[src/design/h264fua_pkg.sv]
// shared types, constants and helpers for the h264 fu-a packetizer
// no dependencies; imported by every module of the block
`default_nettype none

package h264fua_pkg;

  localparam int LENGTH_BITS  = 20;
  localparam int PAYLOAD_BITS = 11;

  localparam logic [PAYLOAD_BITS-1:0] MAX_PAYLOAD_RESET = PAYLOAD_BITS'(1420);
  localparam logic [PAYLOAD_BITS-1:0] MIN_LIMIT         = PAYLOAD_BITS'(16);
  localparam logic [PAYLOAD_BITS-1:0] FU_OVERHEAD       = PAYLOAD_BITS'(2);

  // nal / fu-a header fields
  localparam logic [7:0] NAL_FNRI_MASK = 8'he0;
  localparam logic [7:0] NAL_TYPE_MASK = 8'h1f;
  localparam logic [7:0] FU_A_TYPE     = 8'd28;
  localparam logic [7:0] FU_S_BIT      = 8'h80;
  localparam logic [7:0] FU_E_BIT      = 8'h40;

  localparam logic [7:0] START_CODE_ONE = 8'h01;
  localparam logic [7:0] ZERO_BYTE      = 8'h00;

  localparam int FIFO_DEPTH = 4;
  localparam int FIFO_AW    = 2;

  // one nal byte handed from the front end to the packet builder
  typedef struct packed {
    logic [7:0]  data_byte;
    logic        last;       // final byte of the frame
    logic        fits;       // bytes left from here fit in one fu packet
    logic        frag;       // frame is sent as fu-a fragments
    logic        nal_first;  // first nal byte of the frame
    logic        input_end;  // last byte caused by its input word
    logic        channel;
    logic [31:0] stamp;
  } push_t;

  function automatic logic [PAYLOAD_BITS-1:0] eff_limit(input logic [PAYLOAD_BITS-1:0] m);
    return (m < MIN_LIMIT) ? MIN_LIMIT : m;
  endfunction

  // data bytes per fu packet after the two header bytes
  function automatic logic [PAYLOAD_BITS-1:0] room_of(input logic [PAYLOAD_BITS-1:0] m);
    return eff_limit(m) - FU_OVERHEAD;
  endfunction

endpackage

`default_nettype wire

[src/design/h264_nal_fua_packetizer_top.sv]
// h264 fu-a packetizer, one frame byte per input word, one payload byte per output word
// an accepted byte passes through the byte queue and the output register before its first output word
// throughput: 1 byte per cycle while the output is not stalled; each fu packet also emits its indicator and header,
//   and flushing held zero bytes stalls the input while each zero is written to the single-write byte queue
// reset: synchronous active-high rst clears frame state, queue and output; max_payload = 1420
// depends on h264fua_pkg, h264fua_front, h264fua_queue, h264fua_back
`default_nettype none

module h264_nal_fua_packetizer_top
  import h264fua_pkg::*;
(
  input  wire logic                    clk,
  input  wire logic                    rst,
  input  wire logic                    max_payload_wen,
  input  wire logic [PAYLOAD_BITS-1:0] max_payload_wdata,
  input  wire logic                    s_axis_tvalid,
  output logic                         s_axis_tready,
  input  wire logic [63:0]             s_axis_tdata,  // data_byte, frame_length, stamp, zero pad
  input  wire logic                    s_axis_tuser,  // channel
  output logic                         m_axis_tvalid,
  input  wire logic                    m_axis_tready,
  output logic [39:0]                  m_axis_tdata,  // out_byte, out_stamp
  output logic                         m_axis_tlast,  // end_of_packet
  output logic [2:0]                   m_axis_tuser   // marker, out_channel, run_end
);

  logic [PAYLOAD_BITS-1:0] max_payload;

  push_t       fe_push;
  logic        fe_valid;
  logic        fe_ready;
  push_t       q_data;
  logic        q_valid;
  logic        q_ready;
  logic [7:0]  out_byte;
  logic        marker;
  logic        out_channel;
  logic [31:0] out_stamp;
  logic        run_end;

  always_ff @(posedge clk) begin
    if (rst) begin
      max_payload <= MAX_PAYLOAD_RESET;
    end else if (max_payload_wen) begin
      max_payload <= max_payload_wdata;
    end
  end

  h264fua_front u_front (
    .clk          (clk),
    .rst          (rst),
    .max_payload  (max_payload),
    .in_valid     (s_axis_tvalid),
    .in_ready     (s_axis_tready),
    .data_byte    (s_axis_tdata[7:0]),
    .frame_length (s_axis_tdata[LENGTH_BITS+7:8]),
    .channel      (s_axis_tuser),
    .stamp        (s_axis_tdata[LENGTH_BITS+39:LENGTH_BITS+8]),
    .push_valid   (fe_valid),
    .push_ready   (fe_ready),
    .push         (fe_push)
  );

  h264fua_queue u_queue (
    .clk      (clk),
    .rst      (rst),
    .wr_valid (fe_valid),
    .wr_ready (fe_ready),
    .wr_data  (fe_push),
    .rd_valid (q_valid),
    .rd_ready (q_ready),
    .rd_data  (q_data)
  );

  h264fua_back u_back (
    .clk           (clk),
    .rst           (rst),
    .max_payload   (max_payload),
    .op_valid      (q_valid),
    .op_ready      (q_ready),
    .op            (q_data),
    .out_valid     (m_axis_tvalid),
    .out_ready     (m_axis_tready),
    .out_byte      (out_byte),
    .end_of_packet (m_axis_tlast),
    .marker        (marker),
    .out_channel   (out_channel),
    .out_stamp     (out_stamp),
    .run_end       (run_end)
  );

  assign m_axis_tdata = {out_stamp, out_byte};
  assign m_axis_tuser = {run_end, out_channel, marker};

endmodule

`default_nettype wire

[src/design/h264fua_front.sv]
// front end: start code stripping, frame tracking, held zero flush
// depends on h264fua_pkg
`default_nettype none

module h264fua_front
  import h264fua_pkg::*;
(
  input  wire logic                    clk,
  input  wire logic                    rst,
  input  wire logic [PAYLOAD_BITS-1:0] max_payload,
  input  wire logic                    in_valid,
  output logic                         in_ready,
  input  wire logic [7:0]              data_byte,
  input  wire logic [LENGTH_BITS-1:0]  frame_length,
  input  wire logic                    channel,
  input  wire logic [31:0]             stamp,
  output logic                         push_valid,
  input  wire logic                    push_ready,
  output push_t                        push
);

  logic                   in_frame;
  logic                   start_done;
  logic                   pushed;
  logic [1:0]             held_count;
  logic [LENGTH_BITS-1:0] remaining;
  logic                   frag;

  logic                   flushing;
  logic [1:0]             flush_dist;
  logic [7:0]             flush_byte;
  logic [LENGTH_BITS-1:0] flush_after;
  logic                   flush_ch;
  logic [31:0]            flush_st;

  logic                    accept;
  logic [LENGTH_BITS-1:0]  len_eff;
  logic [LENGTH_BITS-1:0]  rem_next;
  logic                    frag_next;
  logic                    sd_eff;
  logic [1:0]              hc_eff;
  logic                    pushed_eff;
  logic                    do_strip;
  logic                    do_hold;
  logic                    do_flush;
  logic [PAYLOAD_BITS-1:0] room;
  logic [LENGTH_BITS:0]    dist_after;
  logic [1:0]              wr_dist;
  logic [7:0]              wr_byte;
  logic [LENGTH_BITS-1:0]  wr_after;

  assign room     = room_of(max_payload);
  assign in_ready = !flushing && push_ready;
  assign accept   = in_valid && in_ready;

  always_comb begin
    len_eff    = (frame_length == '0) ? LENGTH_BITS'(1) : frame_length;
    sd_eff     = in_frame && start_done;
    hc_eff     = in_frame ? held_count : 2'd0;
    pushed_eff = in_frame && pushed;
    if (!in_frame) begin
      rem_next  = len_eff - LENGTH_BITS'(1);
      frag_next = len_eff > LENGTH_BITS'(eff_limit(max_payload));
    end else begin
      rem_next  = (remaining != '0) ? remaining - LENGTH_BITS'(1) : remaining;
      frag_next = frag;
    end
    do_strip = !sd_eff && (data_byte == START_CODE_ONE) && (hc_eff >= 2'd2);
    do_hold  = !sd_eff && !do_strip && (data_byte == ZERO_BYTE) && (hc_eff != 2'd3)
               && (rem_next != '0);
    do_flush = !sd_eff && !do_strip && !do_hold;
  end

  // the pushed byte sits dist bytes before the current input byte
  always_comb begin
    if (flushing) begin
      wr_dist  = flush_dist;
      wr_byte  = flush_byte;
      wr_after = flush_after;
    end else begin
      wr_dist  = do_flush ? hc_eff : 2'd0;
      wr_byte  = data_byte;
      wr_after = rem_next;
    end
    dist_after = {1'b0, wr_after} + (LENGTH_BITS+1)'(wr_dist);

    push.data_byte = (wr_dist != 2'd0) ? ZERO_BYTE : wr_byte;
    push.last      = (dist_after == '0);
    push.fits      = dist_after < (LENGTH_BITS+1)'(room);
    push.frag      = flushing ? frag : frag_next;
    push.nal_first = flushing ? 1'b0 : !pushed_eff;
    push.input_end = (wr_dist == 2'd0);
    push.channel   = flushing ? flush_ch : channel;
    push.stamp     = flushing ? flush_st : stamp;

    push_valid = flushing || (accept && (sd_eff || do_flush));
  end

  always_ff @(posedge clk) begin
    if (rst) begin
      in_frame   <= 1'b0;
      start_done <= 1'b0;
      pushed     <= 1'b0;
      held_count <= 2'd0;
      remaining  <= '0;
      frag       <= 1'b0;
      flushing   <= 1'b0;
      flush_dist <= 2'd0;
    end else begin
      if (flushing && push_ready) begin
        if (flush_dist == 2'd0) begin
          flushing <= 1'b0;
        end else begin
          flush_dist <= flush_dist - 2'd1;
        end
      end
      if (accept) begin
        remaining  <= rem_next;
        frag       <= frag_next;
        start_done <= sd_eff;
        held_count <= hc_eff;
        pushed     <= pushed_eff;
        if (sd_eff) begin
          pushed <= 1'b1;
        end else if (do_strip) begin
          start_done <= 1'b1;
          held_count <= 2'd0;
        end else if (do_hold) begin
          held_count <= hc_eff + 2'd1;
        end else begin
          start_done <= 1'b1;
          held_count <= 2'd0;
          pushed     <= 1'b1;
          if (hc_eff != 2'd0) begin
            flushing   <= 1'b1;
            flush_dist <= hc_eff - 2'd1;
          end
        end
        if (rem_next == '0) begin
          in_frame   <= 1'b0;
          start_done <= 1'b0;
          held_count <= 2'd0;
          pushed     <= 1'b0;
        end else begin
          in_frame <= 1'b1;
        end
      end
    end
  end

  always_ff @(posedge clk) begin
    if (accept) begin
      flush_byte  <= data_byte;
      flush_after <= rem_next;
      flush_ch    <= channel;
      flush_st    <= stamp;
    end
  end

endmodule

`default_nettype wire

[src/design/h264fua_queue.sv]
// short fifo of nal bytes between the front end and the packet builder
// depends on h264fua_pkg
`default_nettype none

module h264fua_queue
  import h264fua_pkg::*;
(
  input  wire logic  clk,
  input  wire logic  rst,
  input  wire logic  wr_valid,
  output logic       wr_ready,
  input  wire push_t wr_data,
  output logic       rd_valid,
  input  wire logic  rd_ready,
  output push_t      rd_data
);

  push_t              mem [FIFO_DEPTH];
  logic [FIFO_AW-1:0] wr_ptr;
  logic [FIFO_AW-1:0] rd_ptr;
  logic [FIFO_AW:0]   count;
  logic               do_wr;
  logic               do_rd;

  assign wr_ready = (count != (FIFO_AW+1)'(FIFO_DEPTH));
  assign rd_valid = (count != '0);
  assign rd_data  = mem[rd_ptr];
  assign do_wr    = wr_valid && wr_ready;
  assign do_rd    = rd_valid && rd_ready;

  always_ff @(posedge clk) begin
    if (rst) begin
      wr_ptr <= '0;
      rd_ptr <= '0;
      count  <= '0;
    end else begin
      if (do_wr) begin
        wr_ptr <= wr_ptr + FIFO_AW'(1);
      end
      if (do_rd) begin
        rd_ptr <= rd_ptr + FIFO_AW'(1);
      end
      if (do_wr && !do_rd) begin
        count <= count + (FIFO_AW+1)'(1);
      end else if (do_rd && !do_wr) begin
        count <= count - (FIFO_AW+1)'(1);
      end
    end
  end

  always_ff @(posedge clk) begin
    if (do_wr) begin
      mem[wr_ptr] <= wr_data;
    end
  end

endmodule

`default_nettype wire

[src/design/h264fua_back.sv]
// packet builder: fu-a header insertion, packet cutting, output register
// depends on h264fua_pkg
`default_nettype none

module h264fua_back
  import h264fua_pkg::*;
(
  input  wire logic                    clk,
  input  wire logic                    rst,
  input  wire logic [PAYLOAD_BITS-1:0] max_payload,
  input  wire logic                    op_valid,
  output logic                         op_ready,
  input  wire push_t                   op,
  output logic                         out_valid,
  input  wire logic                    out_ready,
  output logic [7:0]                   out_byte,
  output logic                         end_of_packet,
  output logic                         marker,
  output logic                         out_channel,
  output logic [31:0]                  out_stamp,
  output logic                         run_end
);

  typedef enum logic [1:0] {
    PH_START,
    PH_FU,
    PH_DATA
  } phase_t;

  phase_t                  phase;
  phase_t                  phase_next;
  logic                    header_seen;
  logic [7:0]              saved_nal_header;
  logic                    first_packet;
  logic [PAYLOAD_BITS-1:0] packet_fill;

  logic                    hs_eff;
  logic                    fp_eff;
  logic [PAYLOAD_BITS-1:0] fill_eff;
  logic [PAYLOAD_BITS-1:0] fill_inc;
  logic [PAYLOAD_BITS-1:0] room;
  logic                    pkt_end;
  logic                    emit;
  logic                    pop;
  logic                    capture;
  logic                    step;
  logic [7:0]              byte_next;
  logic                    eop_next;
  logic                    marker_next;
  logic                    run_end_next;

  assign room = room_of(max_payload);

  always_comb begin
    hs_eff   = op.nal_first ? 1'b0 : header_seen;
    fp_eff   = op.nal_first ? 1'b1 : first_packet;
    fill_eff = op.nal_first ? '0 : packet_fill;
    fill_inc = fill_eff + PAYLOAD_BITS'(1);
    pkt_end  = op.last || (fill_inc >= room);

    emit         = 1'b1;
    pop          = 1'b0;
    capture      = 1'b0;
    phase_next   = phase;
    byte_next    = op.data_byte;
    eop_next     = 1'b0;
    marker_next  = 1'b0;
    run_end_next = 1'b0;

    priority if (!op.frag) begin
      pop          = 1'b1;
      eop_next     = op.last;
      marker_next  = op.last;
      run_end_next = op.input_end;
    end else if (!hs_eff) begin
      // nal header byte is only kept for the fu indicator and header
      emit    = 1'b0;
      pop     = 1'b1;
      capture = 1'b1;
    end else if ((fill_eff == '0) && (phase == PH_START)) begin
      byte_next  = (saved_nal_header & NAL_FNRI_MASK) | FU_A_TYPE;
      phase_next = PH_FU;
    end else if (phase == PH_FU) begin
      byte_next  = (saved_nal_header & NAL_TYPE_MASK) | (fp_eff ? FU_S_BIT : 8'h00)
                   | (op.fits ? FU_E_BIT : 8'h00);
      phase_next = PH_DATA;
    end else begin
      pop          = 1'b1;
      eop_next     = pkt_end;
      marker_next  = op.last;
      run_end_next = op.input_end;
      phase_next   = PH_START;
    end

    step     = op_valid && (!emit || !out_valid || out_ready);
    op_ready = step && pop;
  end

  always_ff @(posedge clk) begin
    if (rst) begin
      phase            <= PH_START;
      header_seen      <= 1'b0;
      saved_nal_header <= 8'h00;
      first_packet     <= 1'b1;
      packet_fill      <= '0;
      out_valid        <= 1'b0;
    end else begin
      if (step && emit) begin
        out_valid     <= 1'b1;
        out_byte      <= byte_next;
        end_of_packet <= eop_next;
        marker        <= marker_next;
        run_end       <= run_end_next;
        out_channel   <= op.channel;
        out_stamp     <= op.stamp;
      end else if (out_ready) begin
        out_valid <= 1'b0;
      end
      if (step) begin
        phase <= phase_next;
        if (pop && op.frag) begin
          header_seen <= 1'b1;
          if (capture) begin
            saved_nal_header <= op.data_byte;
            first_packet     <= fp_eff;
            packet_fill      <= fill_eff;
          end else begin
            first_packet <= 1'b0;
            packet_fill  <= pkt_end ? '0 : fill_inc;
          end
        end
      end
    end
  end

endmodule

`default_nettype wire
[config.mk]
export PLATFORM = sky130hd
export DESIGN_NAME = h264_nal_fua_packetizer_top
export DESIGN_NICKNAME = d
export VERILOG_FILES = /design/src/design/h264fua_pkg.sv /design/src/design/h264_nal_fua_packetizer_top.sv /design/src/design/h264fua_front.sv /design/src/design/h264fua_queue.sv /design/src/design/h264fua_back.sv
export SDC_FILE = /design/constraint.sdc
export NUM_CORES = 1
export LEC_CHECK = 0
export BUFFER_PORTS_ARGS = -buffer_cell sky130_fd_sc_hd__buf_2
export CORE_MARGIN = 1
export CORE_UTILIZATION = 61
export DETAILED_ROUTE_END_ITERATION = 12
export PLACE_DENSITY_LB_ADDON = 0.1
export SYNTH_ARGS = -nofsm -noshare
export SYNTH_HDL_FRONTEND = slang
export SYNTH_HIERARCHICAL = 1
export SYNTH_SLANG_ARGS = --single-unit
[constraint.sdc]
create_clock -name clk -period 10.7 [get_ports clk]
set_input_delay 2.14 -clock clk [delete_from_list [all_inputs] [get_ports clk]]
set_output_delay 2.14 -clock clk [all_outputs]
set_load 0.1 [all_outputs]
==> flow_metrics.tcl <==
set metrics [dict create \
    die_w_um 170 \
    multi_input_area_um2 6570 \
    crit_required_ns 10.95 \
    clock.fmax_mhz 108 \
    dr.pass1.iters 5 \
    synth_cells 1312 \
    routedWlPerCell_um 19.6 \
    synth_edf_count 289 \
    period_share 0.866 \
    grt_max_degree 86 \
    p_leak_nw 6.82 \
    io_pins 127 \
    ys_async_sr_fraction 0 \
    area_growth_pct 11.6 \
    ys_types 88 \
    vias_per_cell 6.04 \
    outcome "finished clean" \
    final_core_util 0.693 \
    grt_pass1_wl_um 57000 \
    dieArea_um2 29000 \
    cts_tree "built" \
    critical_path_class "input pin to flop" \
    drcViolationCount 0 \
    clkLatencyLatePin_ns 0.53 \
    finalSetupViolations 0 \
    rsz0062_at_grt "no" \
    seq_area_um2 10100 \
    cts_buffers 38 \
    hold_class "flop to flop" \
    io_buffers 122 \
    period_needed_ns 9.27 \
    syn_avg_cell_area_um2 13.1 \
    syn_area_um2 17300 \
    start_util 0.621 \
    grt.total_usage 0.253 \
    fillerInstances 1989 \
    ctsHoldBuffers 0 \
    yosys_most_used_dff "edfxtp_1" \
    hold_violations 0 \
    worst_pin_slew_ns 1.20 \
    postCtsSetupBuffers 0 \
    end_kind "flop" \
    clk_pin_slew_worst_paths_ns 0.06 \
    clockBufferDepth 3 \
    cp_slowest_cell "or4_1" \
    cp.arrival_ns 9.52 \
    place_congestion 0.878 \
    drv_slew 0 \
    slowest_delay_ns 0.72 \
    dp.final_hpwl_um 23100 \
    drive_gt1_frac 0.217 \
    tns_ns 0 \
    cts_root_buf "clkbuf_16" \
    synth-seq-area-share 0.588 \
    nNetsFinal 1551 \
    fin_skew_ns 0.0177 \
    worstPathMaxFanout 7 \
    synth-seq-cells 362 \
    vias 11000 \
    grt_pass1_vias 10700 \
    drt_iter0_drc 938 \
    die_h_um 170 \
    h-tree-depth 2 \
    cap_viol_max_count 0 \
    coreArea_um2 27800 \
    routed_wl_um 35700 \
    slew_headroom 0.202 \
    cts.sinks 362 \
    cp-start-kind "input pin" \
    ctsResizeCount 0 \
    antenna_found_initial 1 \
    yosysWarningCount 6 \
    peakVddDrop_mv 0.184 \
    grt-ovfl-total 0 \
    power.density_nw_per_um2 220 \
    ant_nets 0 \
    rows 61 \
    syn_nets 1443 \
]
==> cells by family after synthesis <==
logic type	synth area share
XOR/XNOR	0.0300
flip-flops	0.588
adder cells (fa/ha/maj)	0.0371
buffers and inverters	0.0318
multiplexers	0.101
AO/OA/AOI/OAI	0.0872
AND/OR/NAND/NOR	0.125
==> state kept, by name (all words and copies together) (netlist names), 2 cells and up, named ones only <==
name	count
u_front/remaining	20
u_front/flush_dist	2
u_front/flush_byte	8
u_front/held_count	2
u_queue/rd_ptr	2
u_front/flush_after	20
u_queue/count	3
u_back/packet_fill	11
u_front/flush_st	32
u_back/out_byte	8
max_payload	11
u_queue/wr_ptr	2
u_back/saved_nal_header	8
u_back/phase	2
u_queue/mem	184
u_back/out_stamp	32
==> layout by cell type (no fill, tap or decap), types with 14 or more instances in the layout <==
cell,instances
mux4_2,40
nor2b_1,21
ha_1,48
nand2b_1,16
nor2_1,94
nor3_1,27
nor4_1,19
edfxtp_1,289
buf_2,122
nand3_1,32
xnor2_1,37
o21ai_0,23
nand4_1,20
a21oi_1,66
nand2_1,82
dfxtp_1,70
mux2_2,38
xor2_1,22
clkbuf_1,14
a211oi_1,15
clkbuf_16,38
mux2i_1,25
inv_1,47
==> power by group <==
| group | internal, mW | total, mW | switching, mW |
|---|---|---|---|
| clock | 0.726 | 1.25 | 0.523 |
| sequential | 1.77 | 1.89 | 0.119 |
| combinational | 0.354 | 1.11 | 0.752 |
| total | 2.85 | 4.24 | 1.39 |
==> cell type report <==
type | instances | area share
flip-flops and latches | 362 | 0.527
multi-input cells | 836 | 0.341
clock buffers | 54 | 0.0535
repair buffers | 133 | 0.0360
well taps | 378 | 0.0246
inverters | 49 | 0.00962
clock inverters | 15 | 0.00793
diodes | 1 | 0.000130
==> synthesized netlist by cell type (6+ instances only) <==
cell	instances	area (um2)
a31oi_1	7	43.8
buf_1	6	22.5
nor4_1	19	119
nor2b_1	21	131
nand3b_1	6	45.0
a211oi_1	15	113
and3_1	7	43.8
dfxtp_1	73	1460
nor3_1	27	135
clkbuf_1	38	143
ha_1	48	601
a21oi_1	66	330
mux4_2	40	901
nor2_1	94	353
nand3_1	32	160
nand4_1	20	125
edfxtp_1	289	8680
o21a_1	6	45.0
or4_1	6	45.0
mux2i_1	25	250
a311oi_1	6	52.6
nand2b_1	16	100
o31ai_1	6	45.0
a21o_1	11	82.6
and2_1	15	93.8
or3_1	12	75.1
buf_2	8	40.0
or2_2	6	37.5
mux2_2	38	428
xnor2_1	37	324
xor2_1	22	193
a22oi_1	12	90.1
o21bai_1	6	45.0
mux4_1	6	158
o21ai_0	23	115
nor3b_1	7	52.6
nand2_1	82	308
inv_1	47	176
==> layer usage <==
| metal | part of all wire | routed length (um) | track usage |
|---|---|---|---|
| met1 | 0.44 | 15600 | 0.348 |
| met2 | 0.48 | 17300 | 0.416 |
| met3 | 0.054 | 1930 | 0.0351 |
| met4 | 0.026 | 936 | 0.0807 |
| met5 | 0 | 0 | 0 |
==> stage by stage <==
step / hold WS (ns) / cells / setup WS [ns] / power [mW] / instance area, um2
6_report: 0.452 / 1828 / 1.43 / 4.24 / 19300
5_1_grt: 0.480 / 1828 / 0.921 / 4.43 / 19300
4_1_cts: 0.456 / 1827 / 1.55 / 4.27 / 19300
3_5_place_dp: 0.448 / 1758 / 1.05 / 3.02 / 18100
3_3_place_gp: 0.441 / 1758 / 1.22 / 2.99 / 18100
2_1_floorplan: 0.433 / 1312 / 2.57 / 2.77 / 17300
==> final timing paths <==
path / startpoint / to / slack (ns) / cells past startpoint
worst max-delay path: s_axis_tdata[10] / u_queue/mem[0][36] / 1.43 / 27
worst min-delay path: u_back/saved_nal_header[6] / u_back/saved_nal_header[6] / 0.45 / 2
worst max register to register: u_front/remaining[9] / u_queue/mem[0][36] / 3.59 / 20
worst min register to register: u_back/saved_nal_header[6] / u_back/saved_nal_header[6] / 0.45 / 2
==> worst max-delay path: cells and delay by family <==
family	cells	cell delay, ns
xor+xnor	2	0.39
simple gates	11	3.23
fa+ha+maj	3	0.76
compound gates	8	2.47
buf+inv	1	0.14
mux	2	0.37
(Power assumes the default switching activity.)
